$ cat src/hdl/spq_pkg.sv
`timescale 1ns / 1ps
`default_nettype none
// ----------------------------------------------------------------------------
// spq_pkg
// Shared types and constants for the sorted priority queue.
// ----------------------------------------------------------------------------
package spq_pkg;

    // Command broadcast to every cell of the chain
    typedef enum logic [1:0] {
        CMD_HOLD   = 2'd0,
        CMD_INSERT = 2'd1,
        CMD_POP    = 2'd2
    } t_cmd;

    // Result status codes
    typedef enum logic [1:0] {
        STS_OK        = 2'd0,
        STS_FULL      = 2'd1,
        STS_UNDERFLOW = 2'd2
    } t_status;

    // Input operation codes
    localparam logic OP_INSERT = 1'b0;
    localparam logic OP_POP    = 1'b1;

    // Width of the saturating leaf counter
    localparam int LEAF_W = 16;

    // Field widths of the tuser buses
    localparam int S_USER_W = 2;
    localparam int M_USER_W = 2;

endpackage
`default_nettype wire

$ cat src/hdl/spq_cell.sv
`timescale 1ns / 1ps
`default_nettype none
// ----------------------------------------------------------------------------
// spq_cell
// One slot of the sorted chain: holds an entry and, on each command, keeps it,
// takes the entry from its left neighbor, takes the new entry, or takes the
// entry two places to its right.
// ----------------------------------------------------------------------------
module spq_cell #(
    parameter int PRIO_W = 24,
    parameter int TAG_W  = 9
) (
    input  wire                 i_clk,
    input  wire                 i_rst_n,
    input  wire spq_pkg::t_cmd  i_cmd,
    input  wire  [PRIO_W-1:0]   i_new_prio,
    input  wire  [TAG_W-1:0]    i_new_tag,
    input  wire                 i_left_valid,
    input  wire  [PRIO_W-1:0]   i_left_prio,
    input  wire  [TAG_W-1:0]    i_left_tag,
    input  wire                 i_left_behind,
    input  wire                 i_far_valid,
    input  wire  [PRIO_W-1:0]   i_far_prio,
    input  wire  [TAG_W-1:0]    i_far_tag,
    output logic                o_valid,
    output logic [PRIO_W-1:0]   o_prio,
    output logic [TAG_W-1:0]    o_tag,
    output logic                o_behind
);

    logic              r_valid;
    logic [PRIO_W-1:0] r_prio;
    logic [TAG_W-1:0]  r_tag;
    logic              n_valid;
    logic [PRIO_W-1:0] n_prio;
    logic [TAG_W-1:0]  n_tag;
    logic              w_behind;

    // Entry sits at or behind the insert point: empty, or not smaller than new
    assign w_behind = !r_valid || (r_prio >= i_new_prio);

    // Select next slot contents
    always_comb begin
        n_valid = r_valid;
        n_prio  = r_prio;
        n_tag   = r_tag;
        case (i_cmd)
            spq_pkg::CMD_INSERT: begin
                if (w_behind) begin
                    if (i_left_behind) begin
                        n_valid = i_left_valid;
                        n_prio  = i_left_prio;
                        n_tag   = i_left_tag;
                    end else begin
                        n_valid = 1'b1;
                        n_prio  = i_new_prio;
                        n_tag   = i_new_tag;
                    end
                end
            end
            spq_pkg::CMD_POP: begin
                n_valid = i_far_valid;
                n_prio  = i_far_prio;
                n_tag   = i_far_tag;
            end
            default: begin
                n_valid = r_valid;
            end
        endcase
    end

    // Hold valid flag, cleared by reset
    always_ff @(posedge i_clk) begin
        if (!i_rst_n) begin
            r_valid <= 1'b0;
        end else begin
            r_valid <= n_valid;
        end
    end

    // Hold payload
    always_ff @(posedge i_clk) begin
        r_prio <= n_prio;
        r_tag  <= n_tag;
    end

    assign o_valid  = r_valid;
    assign o_prio   = r_prio;
    assign o_tag    = r_tag;
    assign o_behind = w_behind;

endmodule
`default_nettype wire

$ cat config.mk
export PLATFORM = sky130hd
export DESIGN_NAME = spq_cell
export DESIGN_NICKNAME = d
export VERILOG_FILES = /design/src/hdl/spq_pkg.sv /design/src/hdl/spq_cell.sv
export SDC_FILE = /design/constraint.sdc
export NUM_CORES = 1
export LEC_CHECK = 0
export ABC_AREA = 0
export BUFFER_PORTS_ARGS = -buffer_cell sky130_fd_sc_hd__buf_2
export CAP_MARGIN = 20
export CORE_ASPECT_RATIO = 1.75
export CORE_MARGIN = 2
export CORE_UTILIZATION = 47
export CTS_BUF_LIST = sky130_fd_sc_hd__clkbuf_16
export DETAILED_ROUTE_END_ITERATION = 10
export MAX_ROUTING_LAYER = met4
export PLACE_DENSITY = 0.95
export SYNTH_ARGS = -nofsm -noshare
export SYNTH_HDL_FRONTEND = slang
export SYNTH_SLANG_ARGS = --single-unit
export TNS_END_PERCENT = 30
$ cat constraint.sdc
create_clock -name i_clk -period 5.6 [get_ports i_clk]
set_input_delay 0.84 -clock i_clk [delete_from_list [all_inputs] [get_ports i_clk]]
set_output_delay 0.84 -clock i_clk [all_outputs]
set_load 0.02 [all_outputs]
-- Yosys cells after proc, flatten, opt, wreduce, memory -nomap -nowiden
Index checks and enable logic that the tools add are counted.
- $add $sub $neg: 0
- multipliers: 0
- divide/modulo/power cells: 0
- $lt $le $gt $ge: 1
- equality and inequality tests: 3
- shift operators: 0
- muxes and demuxes: 9
- bitwise logic cells: 0
- reduce and logical (&&, ||, !) cells: 4
- operators by type and width (operator ; count):
    24-bit two-way mux ; 2
    24-bit case mux with 2 select lines ; 1
    24-bit greater-or-equal comparator ; 1
    9-bit two-way mux ; 2
    9-bit case mux with 2 select lines ; 1
    2-bit by 1-bit equality test with 1-bit output (second input constant) ; 1
    2-bit equality test (second input constant) ; 1
    1-bit two-way mux ; 2
    2-bit != test (second input constant) ; 1
    1-bit case mux with 2 select lines ; 1
    2-bit AND reduction ; 1
    2-bit nonzero test ; 1
    1-bit zero test ; 1
    1-bit logical OR ; 1
- flip-flop bits (word level): 34
- bits in latches: 0
- bits in writable memories: 0
- ROM bits: 0
- input port bits: 106
- memories: 0

-- Logic depth before layout (Yosys ltp)
Gate-level depths: netlist of the first run.
- depth in word-level cells: 4
- gate-level depth with buffers: 8
- gate-level depth less buffers: 8

-- Worst setup path after synthesis of the first run
No wires, ideal clock.
- path kind: input port to flip-flop
- start: in i_new_prio[0]
- end: reg r_prio[0] (netlist: o_prio[0]), enable pin
- library setup time: 0.430 ns
- arrival: 3.456 ns
- path slack: 1.714 ns
- cell stages on the path: 7
- path buffers: 0
- cells stage by stage: ha_1 > nand2b_4 > a2111oi_2 > a2111oi_1 > o311a_1 > nor4_4 > o21bai_1
- word-level cells in the longest chain between the ends: 4
- RTL lines (element ; line ; RTL):
    start, declared ; spq_cell.sv:16 ; input wire [PRIO_W-1:0] i_new_prio,
    24-bit greater-or-equal comparator ; spq_cell.sv:40 ; assign w_behind = !r_valid || (r_prio >= i_new_prio);
    1-bit logical OR ; spq_cell.sv:40 ;
    2-bit != test (no source line) ; -- ;
    2-bit AND reduction (no source line) ; -- ;
    end signal, assigned ; spq_cell.sv:83 ; r_prio <= n_prio;
    end, declared ; spq_cell.sv:32 ; logic [PRIO_W-1:0] r_prio;
Every way passes these cells.
A chain may end at the register's enable or synchronous reset.

-- Worst setup path in the final report of the first run
- start: in i_new_prio[0]
- end: out o_behind
- word-level cells in the longest chain between the ends: 2
- RTL lines (element ; line ; RTL):
    24-bit greater-or-equal comparator ; spq_cell.sv:40 ;
    1-bit logical OR ; spq_cell.sv:40 ;
    end, declared ; spq_cell.sv:28 ; output logic o_behind
Every way passes these cells.

==> results of run 1 <==
-- power breakdown --
group / total (mW) / internal [mW] / switching [mW]
registers: 0.321 / 0.311 / 0.0103
logic: 0.197 / 0.0851 / 0.112
clock network: 0.254 / 0.160 / 0.0938
total: 0.772 / 0.556 / 0.216
-- cell type report --
cell class / count / area (sq um)
timing repair buffer: 141 / 708.2
sequential: 34 / 1011
clock buffer: 5 / 125.1
multi-input combinational: 165 / 1216
fill: 401 / 1650
clock inverter: 3 / 12.51
inverter: 27 / 101.3
tap: 54 / 67.56
-- metrics by stage --
step / hold WS [ps] / utilization [%] / setup slack [ps] / instances / cell area, sq um
6_report: 661.6 / 66.27 / 1968 / 429 / 3242
5_1_grt: 726.5 / 66.27 / 1820 / 429 / 3242
4_1_cts: 670.5 / 66.27 / 1927 / 429 / 3242
3_5_place_dp: 645.6 / 63.45 / 1927 / 421 / 3104
3_3_place_gp: 622.1 / 63.45 / 1950 / 421 / 3104
2_1_floorplan: 752.6 / - / 1714 / 237 / 2354
-- cell families after synthesis --
| kind of cell | count (synthesis) | share of synthesized area (%) |
|---|---|---|
| compound gates | 55 | 13.45 |
| simple gates | 53 | 10.63 |
| buf+inv | 38 | 6.167 |
| flops | 34 | 42.96 |
| mux | 33 | 14.04 |
| fa+ha+maj | 24 | 12.76 |
-- path summary, 6_finish.rpt --
path,to,slack (ps),cells past startpoint
max,o_behind,1970,9
min,o_valid,660,3
min reg2reg,o_valid,660,3
max reg2reg,o_prio[13],2800,6
-- flip-flops by register name (all words and copies together), names as in the netlist --
| register | count |
|---|---|
| o_prio | 24 |
| o_tag | 9 |
| o_valid | 1 |
-- worst register-to-register path, cell delays in order, from the launching register on --
cell and delay (ps):
edfxtp_1 400, ha_1 320, nand4_1 170, nor4_1 370
o311a_1 290, nor4_4 80, o21bai_4 790
-- routing by layer --
layer	vias up	routed length [um]	track usage, %
met1	981	2223	23.81
met3	26	291	3.462
met4	0	285	12.16
met5	-	0	-
li1	1124	-	-
met2	96	3445	41.43
-- placed cells by master (no fill, tap or decap) --
cell type  synthesis  layout
buf_4              0       1
nand2_1           40      40
o311a_1            1       1
nand4_1            2       2
a22oi_1            1       1
o211a_1            1       1
nor4_1             1       1
nor2b_1            3       2
nor2b_4            0       1
mux2i_1           33      33
nor3_1             1       1
nor2_1             1       1
nand3_1            1       1
clkinv_1           0       1
a211oi_1           1       1
a41o_2             1       1
nand2b_4           1       1
nand2b_1           1       1
a21oi_1            8       8
a2111oi_1          1       1
clkinv_2           0       1
clkbuf_16          0       5
o21bai_4           0       1
nand3b_1           1       1
dfxtp_1            1       1
buf_2              2     140
nor4_4             1       1
o21ai_0           38      38
inv_1             27      28
a2111oi_2          1       1
a21o_1             1       1
ha_1              24      24
edfxtp_1          33      33
-- synthesized netlist by cell type --
cell | number | area [sq um]
inv_1 | 27 | 101.4
buf_2 | 2 | 10.01
a211oi_1 | 1 | 7.510
clkbuf_1 | 9 | 33.78
nand3b_1 | 1 | 7.510
nor3_1 | 1 | 5.000
a41o_2 | 1 | 11.26
dfxtp_1 | 1 | 20.02
o21ai_0 | 38 | 190.2
nor2_1 | 1 | 3.750
a2111oi_2 | 1 | 15.01
a21o_1 | 1 | 7.510
nand2_1 | 40 | 150.1
a2111oi_1 | 1 | 10.01
o21bai_1 | 1 | 7.510
mux2i_1 | 33 | 330.3
o311a_1 | 1 | 10.01
edfxtp_1 | 33 | 991.0
nor4_4 | 1 | 21.27
a21oi_1 | 8 | 40.04
a22oi_1 | 1 | 7.510
o211a_1 | 1 | 10.01
nand4_1 | 2 | 12.51
nor2b_1 | 3 | 18.77
ha_1 | 24 | 300.3
nand2b_1 | 1 | 6.260
nand3_1 | 1 | 5.000
nand2b_4 | 1 | 13.76
nor4_1 | 1 | 6.260
==> flow_summary.yaml, run 1 <==
clock_tree:
  htree_levels: 2
  clock_latency_ps: 270
  clock-sinks: 34
  clockRootBuffer: "clkbuf_16"
  cts_tree: "built"
  hold_buffers: 0
  clk_pin_slew_worst_paths_ps: 50
  cts_post_setup_buffers_inserted: 0
  cts_buffer_depth: 2
  cts_buffers: 5
  ctsResizeCount: 0
sta:
  fmax_ghz: 0.2753
  final.setup.tns_ps: 0
  rsz0062_at_grt: "false"
  tightest_slew_ps: 1010
  report.final.hold_viol_count: 0
  relSlewSlack_pct: 32.68
  drv_slew: 0
  skew_ps: 5.293
  min_period_ps: 3632
  fin_crit_sh_pct: 64.85
  finalSetupViolations: 0
placement:
  place.gp.congestion: 0.8261
  io_buffer_count: 140
  dpl.hpwl_um: 5035
floorplanning:
  core_area_sq_um: 4892
  die_width_um: 57.49
  start_util_pct: 48.11
  num_rows: 34
  die_h_um: 97.61
  die-area_sq_um: 5612
  ios: 141
power:
  p_leak_nw: 1.672
  ir_drop_v: 0.0002330
  powerDensity_nw_per_um2: 238.3
  p_total_uw: 772.5
worst_setup_path:
  path_cells: "buf_2, ha_1, nand2b_4, a2111oi_2, a2111oi_1, o311a_1, nor4_4, inv_1, buf_2"
  critPathCaptureType: "output pin"
  cp.buffers_inverters: 3
  crit_path_max_incr_delay_ps: 370
  startpoint_type: "primary input"
  startpoint: "i_new_prio[0]"
  crit_type: "in -> out"
  r2r_start: "o_prio[23]"
  crit_fanout: 3
  cp.arrival_ps: 2790
  crit_top_cell: "buf_2"
  required_ps: 4760
  cp_slowest_cell: "nor4_4"
  crit_family: "compound AO/OA/AOI/OAI gates"
synthesis:
  syn_area_per_cell_sq_um: 9.930
  ys_ff_latch: 34
  syn_area_sq_um: 2354
  yosysWarnings: 0
  synth_cell_types: 29
  syn_inst: 237
  ys_seq_area_share_pct: 42.96
  syn_nets: 367
route:
  wl_per_cell_um: 14.56
  drcViolationCount: 0
  first_pass_iters: 4
  ant_nets: 0
  num_vias: 2227
  drt_iter0_markers: 79
  wirelength_um: 6245
  avgViaCountPerCell: 5.191
grt:
  track_usage_pct: 23.36
  grt_pass1_vias: 2347
  grt_pass1_wl_um: 9942
  antenna_found_initial: 0
  grt-ovfl-total: 0
  grt_max_degree: 69
run_status:
  outcome: "finished, final reports clean"
final_layout:
  final_nets: 504
  syn_to_final_growth_pct: 37.75
  diodes: 0
  drive_above_1_share_pct: 40.80
hold_path:
  min_path_type: "reg -> reg"
  worstHoldStart: "o_valid"
flow_run:
  cap_violations: 0
No activity file was read; power rests on OpenSTA's default activity.
==> run 2: changes to the inputs <==
- CORE_UTILIZATION: 47 -> 40
- PLACE_DENSITY: 0.95 -> 0.88
- clock period: 5.6 -> 3.15 ns (I/O delays scaled with it)
==> flow_summary.yaml, run 2 (synthesis results as in run 1) <==
placement:
  place.gp.congestion: 0.9386
  pre_cts_ws_ps: 12.44
  placed_area_sq_um: 3149
  io_buffer_count: 140
  dpl.hpwl_um: 5267
route:
  drt_iter0_markers: 74
  ant_nets: 0
  first_pass_iters: 4
  wirelength_um: 6472
  drcViolationCount: 0
  avgViaCountPerCell: 4.976
  num_vias: 2269
  wl_per_cell_um: 14.19
power:
  powerDensity_nw_per_um2: 420.8
  p_leak_nw: 1.683
  p_total_mw: 1.389
  ir_drop_v: 0.0002306
clock_tree:
  cts_post_setup_buffers_inserted: 0
  clock_latency_ps: 270
  cts_buffers: 5
  htree_levels: 2
  clk_pin_slew_worst_paths_ps: 50
  clock-sinks: 34
  cts_buffer_depth: 2
  cts_tree: "built"
  clockRootBuffer: "clkbuf_16"
grt:
  grt-ovfl-total: 0
  track_usage_pct: 22.02
  grt_max_degree: 35
  busiest_layer: "met2"
  met2_usage_pct: 37.80
  grt_pass1_vias: 2379
  antenna_found_initial: 1
  use_met1_pct: 22.97
  use_met3_pct: 3.313
  grt_pass1_wl_um: 10490
worst_setup_path:
  crit_fanout: 2
  cp.buffers_inverters: 4
  critPathCaptureType: "output pin"
  r2r_start: "o_prio[2]"
  crit_cells: 10
  crit_top_cell: "inv_1"
  cp_slowest_cell: "edfxtp_1"
  required_ps: 2680
  crit_type: "reg -> out"
  reg2reg_depth: 6
  startpoint: "o_prio[0]"
  cp.arrival_ps: 2450
  crit_path_max_incr_delay_ps: 390
  crit_family: "compound AO/OA/AOI/OAI gates"
  startpoint_type: "flip-flop"
  path_cells: "inv_1, ha_1, nand2b_4, a2111oi_4, a2111oi_1, o311a_1, nor4_4, buf_4, inv_1, buf_2"
floorplanning:
  num_rows: 37
  die_width_um: 61.99
  ios: 141
  core_area_sq_um: 5787
  die-area_sq_um: 6538
  die_h_um: 105.5
  start_util_pct: 40.67
final_layout:
  largest_register_ffs: 24
  final_cell_mix: "buf_2 (140), nand2_1 (40), o21ai_0 (38), mux2i_1 (33), edfxtp_1 (33)"
  final_common_cell: "buf_2"
  syn_to_final_growth_pct: 40.30
  n_fill_cell: 527
  final_nets: 506
  fin_area_sq_um: 3302
  drive_above_1_share_pct: 41.11
hold_path:
  worstHoldStart: "i_rst_n"
  min_path_type: "in -> reg"
  hold_path_depth: 2
run_status:
  outcome: "finished, final reports clean"
sta:
  tightest_slew_ps: 1020
  rsz0062_at_grt: "false"
  final.setup.tns_ps: 0
  fin_ws_ps: 224.3
  report.final.hold_viol_count: 0
  fin_crit_sh_pct: 92.88
  finalSetupViolations: 0
  min_period_ps: 2926
  drv_slew: 0
  fmax_ghz: 0.3418
  relSlewSlack_pct: 32.00
  skew_ps: 4.822
flow_run:
  cap_violations: 0
-- run 2: what timing repair did --
| action | 4_1_cts | 5_1_grt |
|---|---|---|
| resized for setup | 0 | 1 |
| hold buffers | 0 | 0 |
| endpoints found under the setup margin | 0 | 1 |
-- run 2: area by class of cell --
cell class / count / area (sq um) / area share (%)
antenna: 1 / 2.502 / 0.07579
clock buffer: 5 / 125.1 / 3.789
clock inverter: 3 / 12.51 / 0.3789
inverter: 27 / 101.3 / 3.069
multi-input combinational: 165 / 1229 / 37.21
sequential: 34 / 1011 / 30.62
tap: 78 / 97.59 / 2.956
timing repair buffer: 143 / 723.2 / 21.90
-- run 2: metal layers --
metal  vias up  part of all wire (%)  wire (um)
li1       1130                     -          -
met1      1026                    36       2342
met4         0                   3.3        214
met3        19                   4.7        305
met5         -                     0          0
met2        94                    56       3610
-- run 2: where the power goes --
| group | internal, mW | switching, mW | total [mW] |
|---|---|---|---|
| Combinational | 0.156 | 0.204 | 0.360 |
| Sequential | 0.553 | 0.0193 | 0.572 |
| Clock | 0.285 | 0.172 | 0.458 |
| Total | 0.994 | 0.396 | 1.39 |
-- run 2: final timing paths --
check                                 end  slack (ps)
worst max register to register  o_prio[7]         250
worst min register to register    o_valid         680
worst max-delay path             o_behind         220
worst min-delay path              o_valid         440
-- run 2: stage by stage --
| stage | hold slack (ps) | utilization, % | cells |
|---|---|---|---|
| after floorplan | 605.9 | - | 237 |
| after global routing | 447.3 | 57.06 | 456 |
| after CTS | 434.0 | 56.80 | 455 |
| final | 438.6 | 57.06 | 456 |
| after global placement | 653.6 | 54.42 | 447 |
| after detailed placement | 664.6 | 54.42 | 447 |
==> run 3: changes to the inputs <==
- CELL_PAD_IN_SITES_DETAIL_PLACEMENT: unset -> 0
- CELL_PAD_IN_SITES_GLOBAL_PLACEMENT: unset -> 1
- CORE_UTILIZATION: 40 -> 28
- PLACE_DENSITY: 0.88 -> 0.87
==> flow_summary.yaml, run 3 (synthesis results as in run 1) <==
run_status:
  outcome: "finished, final reports clean"
worst_setup_path:
  cp.arrival_ps: 2500
  reg2reg_depth: 9
  r2r_setup_slack_ps: 570
  crit_fanout: 3
  startpoint_type: "flip-flop"
  crit_type: "reg -> out"
  r2r_start: "o_prio[0]"
  rr_endpoint: "o_prio[4]"
  required_ps: 2680
  critPathCaptureType: "output pin"
clock_tree:
  cts_buffers: 5
  hold_buffers: 0
  cts_buffer_depth: 2
  clockRootBuffer: "clkbuf_16"
  clk_pin_slew_worst_paths_ps: 50
  clock_latency_ps: 270
  htree_levels: 2
  cts_tree: "built"
  cts_post_setup_buffers_inserted: 0
  clock-sinks: 34
  ctsResizeCount: 0
route:
  drt_iter0_markers: 62
  ant_nets: 0
  num_vias: 2208
  first_pass_iters: 4
  avgViaCountPerCell: 4.678
  wl_per_cell_um: 13.42
  wirelength_um: 6333
  drcViolationCount: 0
placement:
  dpl.hpwl_um: 5228
  place.gp.congestion: 0.7665
  io_buffer_count: 140
  pre_cts_ws_ps: 250.2
floorplanning:
  die_width_um: 73.31
  num_rows: 44
  die_h_um: 125.3
  core_area_sq_um: 8258
  die-area_sq_um: 9184
  start_util_pct: 28.50
  ios: 141
sta:
  finalSetupViolations: 0
  report.final.hold_viol_count: 0
  rsz0062_at_grt: "false"
  drv_slew: 0
  final.setup.tns_ps: 0
  relSlewSlack_pct: 70.23
  fin_ws_ps: 182.2
  tightest_slew_ps: 445.4
  min_period_ps: 2968
  fmax_ghz: 0.3370
  skew_ps: 2.721
  fin_crit_sh_pct: 94.22
grt:
  grt_max_degree: 27
  antenna_found_initial: 0
  grt-ovfl-total: 0
  track_usage_pct: 13.98
  grt_pass1_vias: 2181
  grt_pass1_wl_um: 9597
power:
  ir_drop_v: 0.0001802
  powerDensity_nw_per_um2: 416.5
  p_leak_nw: 1.697
  p_total_mw: 1.386
final_layout:
  n_fill_cell: 850
  final_nets: 509
  syn_to_final_growth_pct: 41.36
  final_cell_mix: "buf_2 (140), nand2_1 (40), o21ai_0 (38), mux2i_1 (33), edfxtp_1 (33)"
  final_common_cell: "buf_2"
  largest_register_ffs: 24
  diodes: 0
  drive_above_1_share_pct: 41.58
hold_path:
  hold_path_depth: 2
  worstHoldStart: "i_rst_n"
  hold_end: "o_valid"
  min_path_type: "in -> reg"
flow_run:
  cap_violations: 0
## run 3: metrics by stage
step	instance area, sq um	cells	hold slack (ps)	utilization, %
floorplan	2357	237	605.9	-
global placement	3189	464	647.4	38.62
finish	3327	472	436.7	40.29
CTS	3327	472	427.0	40.29
global route	3327	472	440.5	40.29
detailed placement	3189	464	669.7	38.62
## run 3: final cells by class
class	count	area (sq um)	area share, %
Multi-Input combinational cell	165	1216	36.56
Sequential cell	34	1011	30.39
Timing Repair Buffer	146	745.7	22.41
Clock buffer	5	125.1	3.761
Tap cell	92	115.1	3.460
Inverter	27	101.3	3.046
Clock inverter	3	12.51	0.3761
## run 3: how the worst max path moves through the flow
| stage | end | cells after the start | start | slack, ps |
|---|---|---|---|---|
| after global routing | o_behind | 9 | o_prio[0] | 20 |
| after global placement | o_behind | 9 | i_new_prio[0] | 240 |
| final | o_behind | 9 | o_prio[0] | 180 |
| after floorplan | o_prio[0] | 8 | o_prio[0] | 290 |
| after detailed placement | o_behind | 9 | i_new_prio[0] | 250 |
| after CTS | o_behind | 9 | o_prio[0] | 170 |
## run 3: critical path, stage by stage, from the launching register on
cell and delay (ps):
edfxtp_1 370, inv_1 70, ha_1 210, nand2b_4 140
a2111oi_2 360, a2111oi_1 110, o311a_1 350, nor4_4 390
inv_1 60, buf_2 160
## run 3: where the power goes
part	internal (mW)	switching, mW	total, mW
sequential	0.552	0.0190	0.571
combinational	0.155	0.198	0.353
clock	0.286	0.176	0.462
## run 3: per-layer routing
layer | global-route usage [%] | part of all wire, % | vias up | routed length (um)
li1 | - | - | 1130 | -
met1 | 14.85 | 38 | 980 | 2420
met2 | 24.70 | 53 | 84 | 3376
met3 | 1.934 | 5.4 | 14 | 339
met4 | 6.524 | 3.1 | 0 | 197
met5 | - | 0 | - | 0
